**config.mk**
```make
export PLATFORM = sky130hd
export DESIGN_NAME = yuyv_to_rgb565_converter
export DESIGN_NICKNAME = d
export VERILOG_FILES = /design/src/sv/yuv2rgb_pkg.sv /design/src/sv/yuv2rgb_pack.sv /design/src/sv/yuyv_to_rgb565_converter.sv
export SDC_FILE = /design/constraint.sdc
export NUM_CORES = 1
export LEC_CHECK = 0
export BUFFER_PORTS_ARGS = -buffer_cell sky130_fd_sc_hd__buf_2
export CAP_MARGIN = 20
export CORE_MARGIN = 2
export CORE_UTILIZATION = 42
export DETAILED_ROUTE_END_ITERATION = 10
export HOLD_SLACK_MARGIN = 0.12
export PLACE_DENSITY = 0.56
export SLEW_MARGIN = 10
export SYNTH_ARGS = -nofsm -noshare
export SYNTH_HDL_FRONTEND = slang
export SYNTH_SLANG_ARGS = --single-unit
```
**constraint.sdc**
```tcl
create_clock -name aclk -period 8.6 [get_ports aclk]
set_input_delay 0.86 -clock aclk [delete_from_list [all_inputs] [get_ports aclk]]
set_output_delay 0.86 -clock aclk [all_outputs]
set_load 0.03 [all_outputs]
```
**src/sv/yuv2rgb_pkg.sv**
```systemverilog
`default_nettype none

package yuv2rgb_pkg;

    // Field widths
    localparam int PIX_W     = 8;
    localparam int CHROMA_W  = 9;
    localparam int COEF_W    = 12;
    localparam int FRAC_BITS = 10;
    localparam int SUM_W     = 22;
    localparam int RGB_W     = 16;
    localparam int CFG_IDX_W = 3;

    // Register indexes on the configuration port
    localparam logic [CFG_IDX_W-1:0] CFG_COEF_R_CR = 3'd0;
    localparam logic [CFG_IDX_W-1:0] CFG_COEF_G_CB = 3'd1;
    localparam logic [CFG_IDX_W-1:0] CFG_COEF_G_CR = 3'd2;
    localparam logic [CFG_IDX_W-1:0] CFG_COEF_B_CB = 3'd3;

    // Q2.10 coefficient defaults
    localparam logic [COEF_W-1:0] COEF_R_CR_RST = 12'd1441;
    localparam logic [COEF_W-1:0] COEF_G_CB_RST = 12'd354;
    localparam logic [COEF_W-1:0] COEF_G_CR_RST = 12'd734;
    localparam logic [COEF_W-1:0] COEF_B_CB_RST = 12'd1842;

    // Saturation limit of one 8-bit channel
    localparam logic [PIX_W-1:0] CHAN_MAX = 8'hff;

    // Q.10 weighted sum of one channel, wide enough for all products
    typedef logic signed [SUM_W-1:0] sum_t;

    // Centered chroma sample
    typedef logic signed [CHROMA_W-1:0] chroma_t;

endpackage

`default_nettype wire

```
**src/sv/yuv2rgb_pack.sv**
```systemverilog
`default_nettype none

module yuv2rgb_pack (
    input  yuv2rgb_pkg::sum_t              sum_r,
    input  yuv2rgb_pkg::sum_t              sum_g,
    input  yuv2rgb_pkg::sum_t              sum_b,
    output logic [yuv2rgb_pkg::RGB_W-1:0]  pixel
);
    import yuv2rgb_pkg::*;

    logic [PIX_W-1:0] chan_r;
    logic [PIX_W-1:0] chan_g;
    logic [PIX_W-1:0] chan_b;

    // Floor to integer, clamp to 0..255
    function automatic logic [PIX_W-1:0] sat_chan(input sum_t sum);
        logic [SUM_W-FRAC_BITS-2:0] whole;
        whole = sum[SUM_W-2:FRAC_BITS];
        if (sum[SUM_W-1]) begin
            sat_chan = '0;
        end else if (|whole[SUM_W-FRAC_BITS-2:PIX_W]) begin
            sat_chan = CHAN_MAX;
        end else begin
            sat_chan = whole[PIX_W-1:0];
        end
    endfunction

    always_comb begin
        chan_r = sat_chan(sum_r);
        chan_g = sat_chan(sum_g);
        chan_b = sat_chan(sum_b);
    end

    // Pack as 5:6:5
    assign pixel = {chan_r[7:3], chan_g[7:2], chan_b[7:3]};

endmodule

`default_nettype wire

```
**src/sv/yuyv_to_rgb565_converter.sv**
```systemverilog
`default_nettype none

// YUYV 4:2:2 to RGB565 converter. Each request is one macropixel (Y0, Cb,
// Y1, Cr plus an end-of-frame flag) and yields one result with two RGB565
// pixels that share the chroma. The datapath is a four-stage pipeline:
// chroma centering, the four coefficient multiplies, the per-pixel sums,
// and saturate/pack into the output register. It takes one macropixel every
// clock unless back-pressure from the m_ side stalls it. A result passes
// through the stage 1, stage 2, stage 3 and output registers to m_valid.
// Back-pressure on the m_ side propagates stage by stage, so bubbles are
// squeezed out and nothing is dropped. The four Q2.10 coefficients are
// written through the cfg_ port (index 0..3, other indexes ignored) and
// should only change while the pipeline is empty.
module yuyv_to_rgb565_converter (
    input  wire logic                                  aclk,
    input  wire logic                                  aresetn,

    input  wire logic                                  cfg_valid,
    output logic                                       cfg_ready,
    input  wire logic [yuv2rgb_pkg::CFG_IDX_W-1:0]     cfg_index,
    input  wire logic [yuv2rgb_pkg::COEF_W-1:0]        cfg_data,

    input  wire logic                                  s_valid,
    output logic                                       s_ready,
    input  wire logic [yuv2rgb_pkg::PIX_W-1:0]         s_y_first,
    input  wire logic [yuv2rgb_pkg::PIX_W-1:0]         s_chroma_blue,
    input  wire logic [yuv2rgb_pkg::PIX_W-1:0]         s_y_second,
    input  wire logic [yuv2rgb_pkg::PIX_W-1:0]         s_chroma_red,
    input  wire logic                                  s_end_of_frame,

    output logic                                       m_valid,
    input  wire logic                                  m_ready,
    output logic [yuv2rgb_pkg::RGB_W-1:0]              m_pixel_first,
    output logic [yuv2rgb_pkg::RGB_W-1:0]              m_pixel_second,
    output logic                                       m_frame_end
);
    import yuv2rgb_pkg::*;

    // Coefficient registers
    logic [COEF_W-1:0] coef_r_cr_reg;
    logic [COEF_W-1:0] coef_g_cb_reg;
    logic [COEF_W-1:0] coef_g_cr_reg;
    logic [COEF_W-1:0] coef_b_cb_reg;

    // Stage 1: luma and centered chroma
    logic             st1_valid_reg;
    logic [PIX_W-1:0] st1_y0_reg;
    logic [PIX_W-1:0] st1_y1_reg;
    chroma_t          st1_u_reg;
    chroma_t          st1_v_reg;
    logic             st1_eof_reg;
    chroma_t          st1_u_next;
    chroma_t          st1_v_next;

    // Stage 2: products
    logic             st2_valid_reg;
    logic [PIX_W-1:0] st2_y0_reg;
    logic [PIX_W-1:0] st2_y1_reg;
    sum_t             st2_r_cr_reg;
    sum_t             st2_g_cb_reg;
    sum_t             st2_g_cr_reg;
    sum_t             st2_b_cb_reg;
    logic             st2_eof_reg;
    sum_t             st2_r_cr_next;
    sum_t             st2_g_cb_next;
    sum_t             st2_g_cr_next;
    sum_t             st2_b_cb_next;

    // Stage 3: per-pixel channel sums
    logic             st3_valid_reg;
    sum_t             st3_r0_reg;
    sum_t             st3_g0_reg;
    sum_t             st3_b0_reg;
    sum_t             st3_r1_reg;
    sum_t             st3_g1_reg;
    sum_t             st3_b1_reg;
    logic             st3_eof_reg;
    sum_t             base0;
    sum_t             base1;

    // Stage 4: output register
    logic             out_valid_reg;
    logic [RGB_W-1:0] out_pix0_reg;
    logic [RGB_W-1:0] out_pix1_reg;
    logic             out_eof_reg;
    logic [RGB_W-1:0] out_pix0_next;
    logic [RGB_W-1:0] out_pix1_next;

    // Stage enables
    logic st1_ready;
    logic st2_ready;
    logic st3_ready;
    logic out_ready;

    assign out_ready = !out_valid_reg || m_ready;
    assign st3_ready = !st3_valid_reg || out_ready;
    assign st2_ready = !st2_valid_reg || st3_ready;
    assign st1_ready = !st1_valid_reg || st2_ready;
    assign s_ready   = st1_ready;
    assign cfg_ready = 1'b1;

    // Decode configuration writes
    always_ff @(posedge aclk) begin
        if (!aresetn) begin
            coef_r_cr_reg <= COEF_R_CR_RST;
            coef_g_cb_reg <= COEF_G_CB_RST;
            coef_g_cr_reg <= COEF_G_CR_RST;
            coef_b_cb_reg <= COEF_B_CB_RST;
        end else if (cfg_valid && cfg_ready) begin
            unique case (cfg_index)
                CFG_COEF_R_CR: coef_r_cr_reg <= cfg_data;
                CFG_COEF_G_CB: coef_g_cb_reg <= cfg_data;
                CFG_COEF_G_CR: coef_g_cr_reg <= cfg_data;
                CFG_COEF_B_CB: coef_b_cb_reg <= cfg_data;
                default: ;
            endcase
        end
    end

    // Advance valid bits
    always_ff @(posedge aclk) begin
        if (!aresetn) begin
            st1_valid_reg <= 1'b0;
            st2_valid_reg <= 1'b0;
            st3_valid_reg <= 1'b0;
            out_valid_reg <= 1'b0;
        end else begin
            if (st1_ready) begin
                st1_valid_reg <= s_valid;
            end
            if (st2_ready) begin
                st2_valid_reg <= st1_valid_reg;
            end
            if (st3_ready) begin
                st3_valid_reg <= st2_valid_reg;
            end
            if (out_ready) begin
                out_valid_reg <= st3_valid_reg;
            end
        end
    end

    // Center chroma: subtracting 128 flips the top bit, then sign-extend
    always_comb begin
        st1_u_next = $signed({~s_chroma_blue[PIX_W-1], ~s_chroma_blue[PIX_W-1],
                              s_chroma_blue[PIX_W-2:0]});
        st1_v_next = $signed({~s_chroma_red[PIX_W-1], ~s_chroma_red[PIX_W-1],
                              s_chroma_red[PIX_W-2:0]});
    end

    always_ff @(posedge aclk) begin
        if (st1_ready && s_valid) begin
            st1_y0_reg  <= s_y_first;
            st1_y1_reg  <= s_y_second;
            st1_u_reg   <= st1_u_next;
            st1_v_reg   <= st1_v_next;
            st1_eof_reg <= s_end_of_frame;
        end
    end

    // Coefficient multiplies
    always_comb begin
        st2_r_cr_next = $signed({1'b0, coef_r_cr_reg}) * st1_v_reg;
        st2_g_cb_next = $signed({1'b0, coef_g_cb_reg}) * st1_u_reg;
        st2_g_cr_next = $signed({1'b0, coef_g_cr_reg}) * st1_v_reg;
        st2_b_cb_next = $signed({1'b0, coef_b_cb_reg}) * st1_u_reg;
    end

    always_ff @(posedge aclk) begin
        if (st2_ready && st1_valid_reg) begin
            st2_y0_reg   <= st1_y0_reg;
            st2_y1_reg   <= st1_y1_reg;
            st2_r_cr_reg <= st2_r_cr_next;
            st2_g_cb_reg <= st2_g_cb_next;
            st2_g_cr_reg <= st2_g_cr_next;
            st2_b_cb_reg <= st2_b_cb_next;
            st2_eof_reg  <= st1_eof_reg;
        end
    end

    // Sum luma and chroma terms per pixel
    assign base0 = $signed({{(SUM_W-PIX_W-FRAC_BITS){1'b0}}, st2_y0_reg, {FRAC_BITS{1'b0}}});
    assign base1 = $signed({{(SUM_W-PIX_W-FRAC_BITS){1'b0}}, st2_y1_reg, {FRAC_BITS{1'b0}}});

    always_ff @(posedge aclk) begin
        if (st3_ready && st2_valid_reg) begin
            st3_r0_reg  <= base0 + st2_r_cr_reg;
            st3_g0_reg  <= base0 - st2_g_cb_reg - st2_g_cr_reg;
            st3_b0_reg  <= base0 + st2_b_cb_reg;
            st3_r1_reg  <= base1 + st2_r_cr_reg;
            st3_g1_reg  <= base1 - st2_g_cb_reg - st2_g_cr_reg;
            st3_b1_reg  <= base1 + st2_b_cb_reg;
            st3_eof_reg <= st2_eof_reg;
        end
    end

    // Saturate and pack both pixels
    yuv2rgb_pack u_pack_first (
        .sum_r (st3_r0_reg),
        .sum_g (st3_g0_reg),
        .sum_b (st3_b0_reg),
        .pixel (out_pix0_next)
    );

    yuv2rgb_pack u_pack_second (
        .sum_r (st3_r1_reg),
        .sum_g (st3_g1_reg),
        .sum_b (st3_b1_reg),
        .pixel (out_pix1_next)
    );

    always_ff @(posedge aclk) begin
        if (out_ready && st3_valid_reg) begin
            out_pix0_reg <= out_pix0_next;
            out_pix1_reg <= out_pix1_next;
            out_eof_reg  <= st3_eof_reg;
        end
    end

    assign m_valid        = out_valid_reg;
    assign m_pixel_first  = out_pix0_reg;
    assign m_pixel_second = out_pix1_reg;
    assign m_frame_end    = out_eof_reg;

    // Accepted request lands in stage 1
    assert property (@(posedge aclk) disable iff (!aresetn)
        s_valid && s_ready |=> st1_valid_reg)
        else $error("accepted request missing from stage 1");

    // Stage 1 holds its item while stage 2 is blocked
    assert property (@(posedge aclk) disable iff (!aresetn)
        st1_valid_reg && !st2_ready |=> st1_valid_reg && $stable(st1_u_reg)
                                         && $stable(st1_v_reg))
        else $error("stage 1 lost or changed a stalled item");

    // Output register empties on reset
    assert property (@(posedge aclk)
        !aresetn |=> !m_valid)
        else $error("output valid after reset");

endmodule

`default_nettype wire
```
# [Word-level counts from Yosys, hierarchy flattened]
# Cells that the tools add are included.
# W data, S select, Z words.
[word_totals] reg_bits=356 latch_bits=0 mem_bits_rw=0 mem_bits_ro=0 out_inout_bits=36 word_cells=80 memories=0
[op_classes] n_addsub=8 mul=4 div_mod_pow=0 order_cmp=0 eq_ne=3 n_shift=0 muxes=6 bitwise_logic=2 reduce_logical=23
[ops] cell="$add A19 B22 Y22" count=4
[ops] cell="$mul A13 B8 Y21" count=4
[ops] cell="$mux W8" count=6
[ops] cell="$sub A19 B22 Y22" count=2
[ops] cell="$sub A22 B22 Y22" count=2
[ops] cell="$reduce_or A3 Y1" count=6
[ops] cell="$reduce_and A2 Y1" count=4
[ops] cell="$eq A3 B2 Y1 const B" count=2
[ops] cell="$logic_and A1 B1 Y1" count=4
[ops] cell="$logic_not A1 Y1" count=4
[ops] cell="$logic_or A1 B1 Y1" count=4
[ops] cell="$eq A3 B1 Y1 const B" count=1
[ops] cell="$logic_not A3 Y1" count=1
[ops] cell="$not A1 Y1" count=2

# [Depth between registers and ports, before layout]
[depth] word_depth=6 depth_mapped=19 depth_no_buf=18

# [Modules after synthesis]
# A second synthesis with hierarchy kept.
[unflattened] hier_cells=2651 area_unflattened_um2=27142.3
[modules_own_cells] module="yuyv_to_rgb565_converter" n_inst=1 cells_each=2581 area_each_um2=26834.5
[modules_own_cells] module="yuv2rgb_pack" n_inst=2 cells_each=35 area_each_um2=153.9

# [Least setup slack after synthesis]
# No wires, ideal clock.
[synth_path] path_kind="input port to flip-flop" from="in m_ready" to="reg st2_b_cb_reg[10], enable pin" arrival_ns=7.035 required_ns=7.956 path_slack_ns=0.921 cell_stages=3 path_buffers=0 path_cell_list="nor2b_1 and2_0 a21boi_0"
[synth_between] elab_chain_cells=4
[synth_rtl] item="start: declaration" line_no="yuyv_to_rgb565_converter.sv:32" text="input wire logic m_ready,"
[synth_rtl] item="$logic_or A1 B1 Y1" line_no="yuyv_to_rgb565_converter.sv:95" text="assign out_ready = !out_valid_reg || m_ready;"
[synth_rtl] item="$logic_or A1 B1 Y1" line_no="yuyv_to_rgb565_converter.sv:96" text="assign st3_ready = !st3_valid_reg || out_ready;"
[synth_rtl] item="$logic_or A1 B1 Y1" line_no="yuyv_to_rgb565_converter.sv:97" text="assign st2_ready = !st2_valid_reg || st3_ready;"
[synth_rtl] item="$logic_and A1 B1 Y1" line_no="yuyv_to_rgb565_converter.sv:170" text="if (st2_ready && st1_valid_reg) begin"
[synth_rtl] item="end signal: assignment" line_no="yuyv_to_rgb565_converter.sv:176" text="st2_b_cb_reg <= st2_b_cb_next;"
[synth_rtl] item="end: declaration" line_no="yuyv_to_rgb565_converter.sv:62" text="sum_t st2_b_cb_reg;"
# Every way passes these cells.
# A chain may end at the register's enable or synchronous reset.

# [Final worst setup path]
[layout_path] from="reg st1_v_reg[7]" to="reg st2_r_cr_reg[17] (data pin)"
[layout_between] elab_chain_cells=1
[layout_rtl] item="start: declaration" line_no="yuyv_to_rgb565_converter.sv:50" text="chroma_t st1_v_reg;"
[layout_rtl] item="start signal: assignment" line_no="yuyv_to_rgb565_converter.sv:156" text="st1_v_reg <= st1_v_next;"
[layout_rtl] item="$mul A13 B8 Y21" line_no="yuyv_to_rgb565_converter.sv:163" text="st2_r_cr_next = $signed({1'b0, coef_r_cr_reg}) * st1_v_reg;"
[layout_rtl] item="via st2_r_cr_next[17]" line_no="yuyv_to_rgb565_converter.sv:64" text="sum_t st2_r_cr_next;"
[layout_rtl] item="end signal: assignment" line_no="yuyv_to_rgb565_converter.sv:173" text="st2_r_cr_reg <= st2_r_cr_next;"
[layout_rtl] item="end: declaration" line_no="yuyv_to_rgb565_converter.sv:59" text="sum_t st2_r_cr_reg;"
# The timed path passes the listed nets, and every way through them passes these cells.

==> results.toml <==
[status]
status = "completed"

[synth]
synth_fp_nets = 2934
async_flop_share = 0
ys.flop_type = "edfxtp_1"
synth_area_leaders = "edfxtp_1 (26%), fa_1 (22%), ha_1 (14%)"
synth_cells = 2357
synth_top_area_frac = 0.2580
synth_edf_count = 204
ys_warn_count = 0
ys_seq_area_frac = 0.3019
yosysTopAreaCell = "edfxtp_1"
synthesis.area_um2 = 23740
avgSynthCellArea_um2 = 10.07
ys_seq_elements = 256
yosysUniqueCellTypes = 72

[timing]
hold_violations = 0
finalMaxSlewViolations = 0
max-slew-margin-rel = 0.3127
fin_skew_ps = 22.34
rsz0062_at_grt = "no"
hold_slack_ps = 416.2
finalCriticalPeriod_ps = 5553
setup_viol = 0
fin_ws_ps = 3047
fmax_mhz = 180.1
fin_setup_tns_ps = 0
tightest_slew_ps = 1031
fin_crit_sh = 0.6457

[final_layout]
diodes = 0
syn2layout_area_growth_pct = 9.339
finalNetCount = 2991
layout-drive-gt1-share = 0.06768
layout_common_cells = "inv_1 (400), ha_1 (268), fa_1 (256)"
final_common_cell = "inv_1"
final_util = 0.4621
nFillCells = 5347

[power_and_ir_drop]
ir_worst_vdd_mv = 0.1951
p_per_area_nw_per_um2 = 267.5
power_leakage_uw = 0.01198

[detailed_routing]
ant_nets = 0
drt_iter0_drc = 667
routed_wl_um = 52550
wire_per_inst_um = 16.45
drt_pass1_iterations = 5
vias = 15940
viasPerCell = 4.989
drc = 0

[critical_path]
crit_family = "adder cells"
reg2reg_slack_ps = 3050
path_common_cell = "fa_1"
cpPeakStageDelay_ps = 600
start_kind = "flip-flop"
cp_max_fo = 17
crit_type = "reg -> reg"
crit_buf_inv = 3
path_cells = "inv_1 > nor2_1 > fa_1 > fa_1 > fa_1 > inv_1 > fa_1 > inv_1 > ha_1 > o21a_1 > o21a_1 > o21a_1 > a21oi_1 > o21ai_0 > a21oi_1 > xnor2_1"
slowest_stage = "edfxtp_1"
worstPathArrival_ps = 5890
cp-end-kind = "flip-flop"
cp.required_ps = 8940

[clock_tree]
cts_buffers = 31
clk_latency_ps = 600
postCtsHoldBufs = 0
path_clk_slew_ps = 60
cts_max_path_buffers = 3
post_cts_buffers = 0
root_buffer = "clkbuf_16"
cts_tree = "done"
cts.sinks = 256
cts_max_level = 1
cts_resized = 0

[floorplanning]
chipWidth_um = 241.8
initial_core_util = 0.4227
dieArea_um2 = 58440
row_count = 87
die_y_um = 241.8
io_pins = 89
core_um2 = 56170

[grt]
track_usage = 0.1818
grt_pass1_wl_um = 85820
grt_pass1_vias = 16310
antenna_found_initial = 0
grt.overflow.total = 0
grt_max_degree = 78

[placed_design]
post-place-ws_ps = 3101
hpwlAfterDp_um = 41950
io_buffers = 87
gp_congestion = 0.8525

[min_path]
min_path_type = "reg -> reg"

[job]
drv_cap = 0
[routing by layer]
layer	routed length, µm	global-route usage	up-vias
li1	-	-	7772
met1	25460	0.2565	7863
met2	24280	0.3012	256
met3	2045	0.02708	44
met4	769	0.03086	0
met5	0	0	-
[report_power, final]
part / internal, µW / leakage (µW) / switching, µW
clock network: 767 / 0.000496 / 528
registers: 1740 / 0.00233 / 141
logic: 1610 / 0.00916 / 2160
total: 4110 / 0.0120 / 2830
[worst register-to-register path, delay by kind of cell, from the launching register on]
kind	cells	cell delay, ps
flops	1	600
xor+xnor	1	80
buf+inv	3	680
simple gates	1	140
compound gates	6	1540
fa+ha+maj	5	2260
[synthesized netlist by cell type (all sizes together), types with 13 or more instances]
master,number
o21ai,34
o21bai,13
fa,256
nand3,37
xnor2,54
nor2,147
nand2b,22
dfxtp,52
xor2,24
a21o,18
clkbuf,63
a21oi,80
nor3,30
and2,239
nor2b,19
inv,400
a21boi,30
o21a,18
edfxtp,204
nand2,219
ha,268
[through the flow]
stage / cell area [µm²] / total power, µW / cells
finish: 25960 / 6944 / 3194
global route: 25960 / 7579 / 3194
CTS: 25960 / 7007 / 3194
detailed placement: 24930 / 5657 / 3137
global placement: 24930 / 5564 / 3136
floorplan: 23740 / 4714 / 2357
[worst paths after layout]
kind                           from                          to  cells after the start
max reg2reg  st1_v_reg[7]$_DFFE_PP_  st2_r_cr_reg[17]$_DFFE_PP_                     16
max          st1_v_reg[7]$_DFFE_PP_  st2_r_cr_reg[17]$_DFFE_PP_                     16
min           st3_eof_reg$_DFFE_PP_       m_frame_end$_DFFE_PP_                      0
min reg2reg   st3_eof_reg$_DFFE_PP_       m_frame_end$_DFFE_PP_                      0
[layout make-up]
cell class                      instances  area, µm²  area share
Multi-Input combinational cell       1634      14860      0.5723
Sequential cell                       256       7167      0.2761
Inverter                              400       1501     0.05784
Tap cell                              756      945.9     0.03644
Clock buffer                           38      854.6     0.03292
Timing Repair Buffer                   91      462.9     0.01783
Clock inverter                         19      168.9    0.006507
[cell families after synthesis]
logic type / after synthesis / synth area share
compound gates: 256 / 0.07368
xor+xnor: 78 / 0.02878
fa+ha+maj: 524 / 0.3571
buf+inv: 467 / 0.07405
flops: 256 / 0.3019
mux: 2 / 0.0008433
other cells: 1 / 0.0001580
simple gates: 773 / 0.1635
No activity file was read; power rests on OpenSTA's default activity.
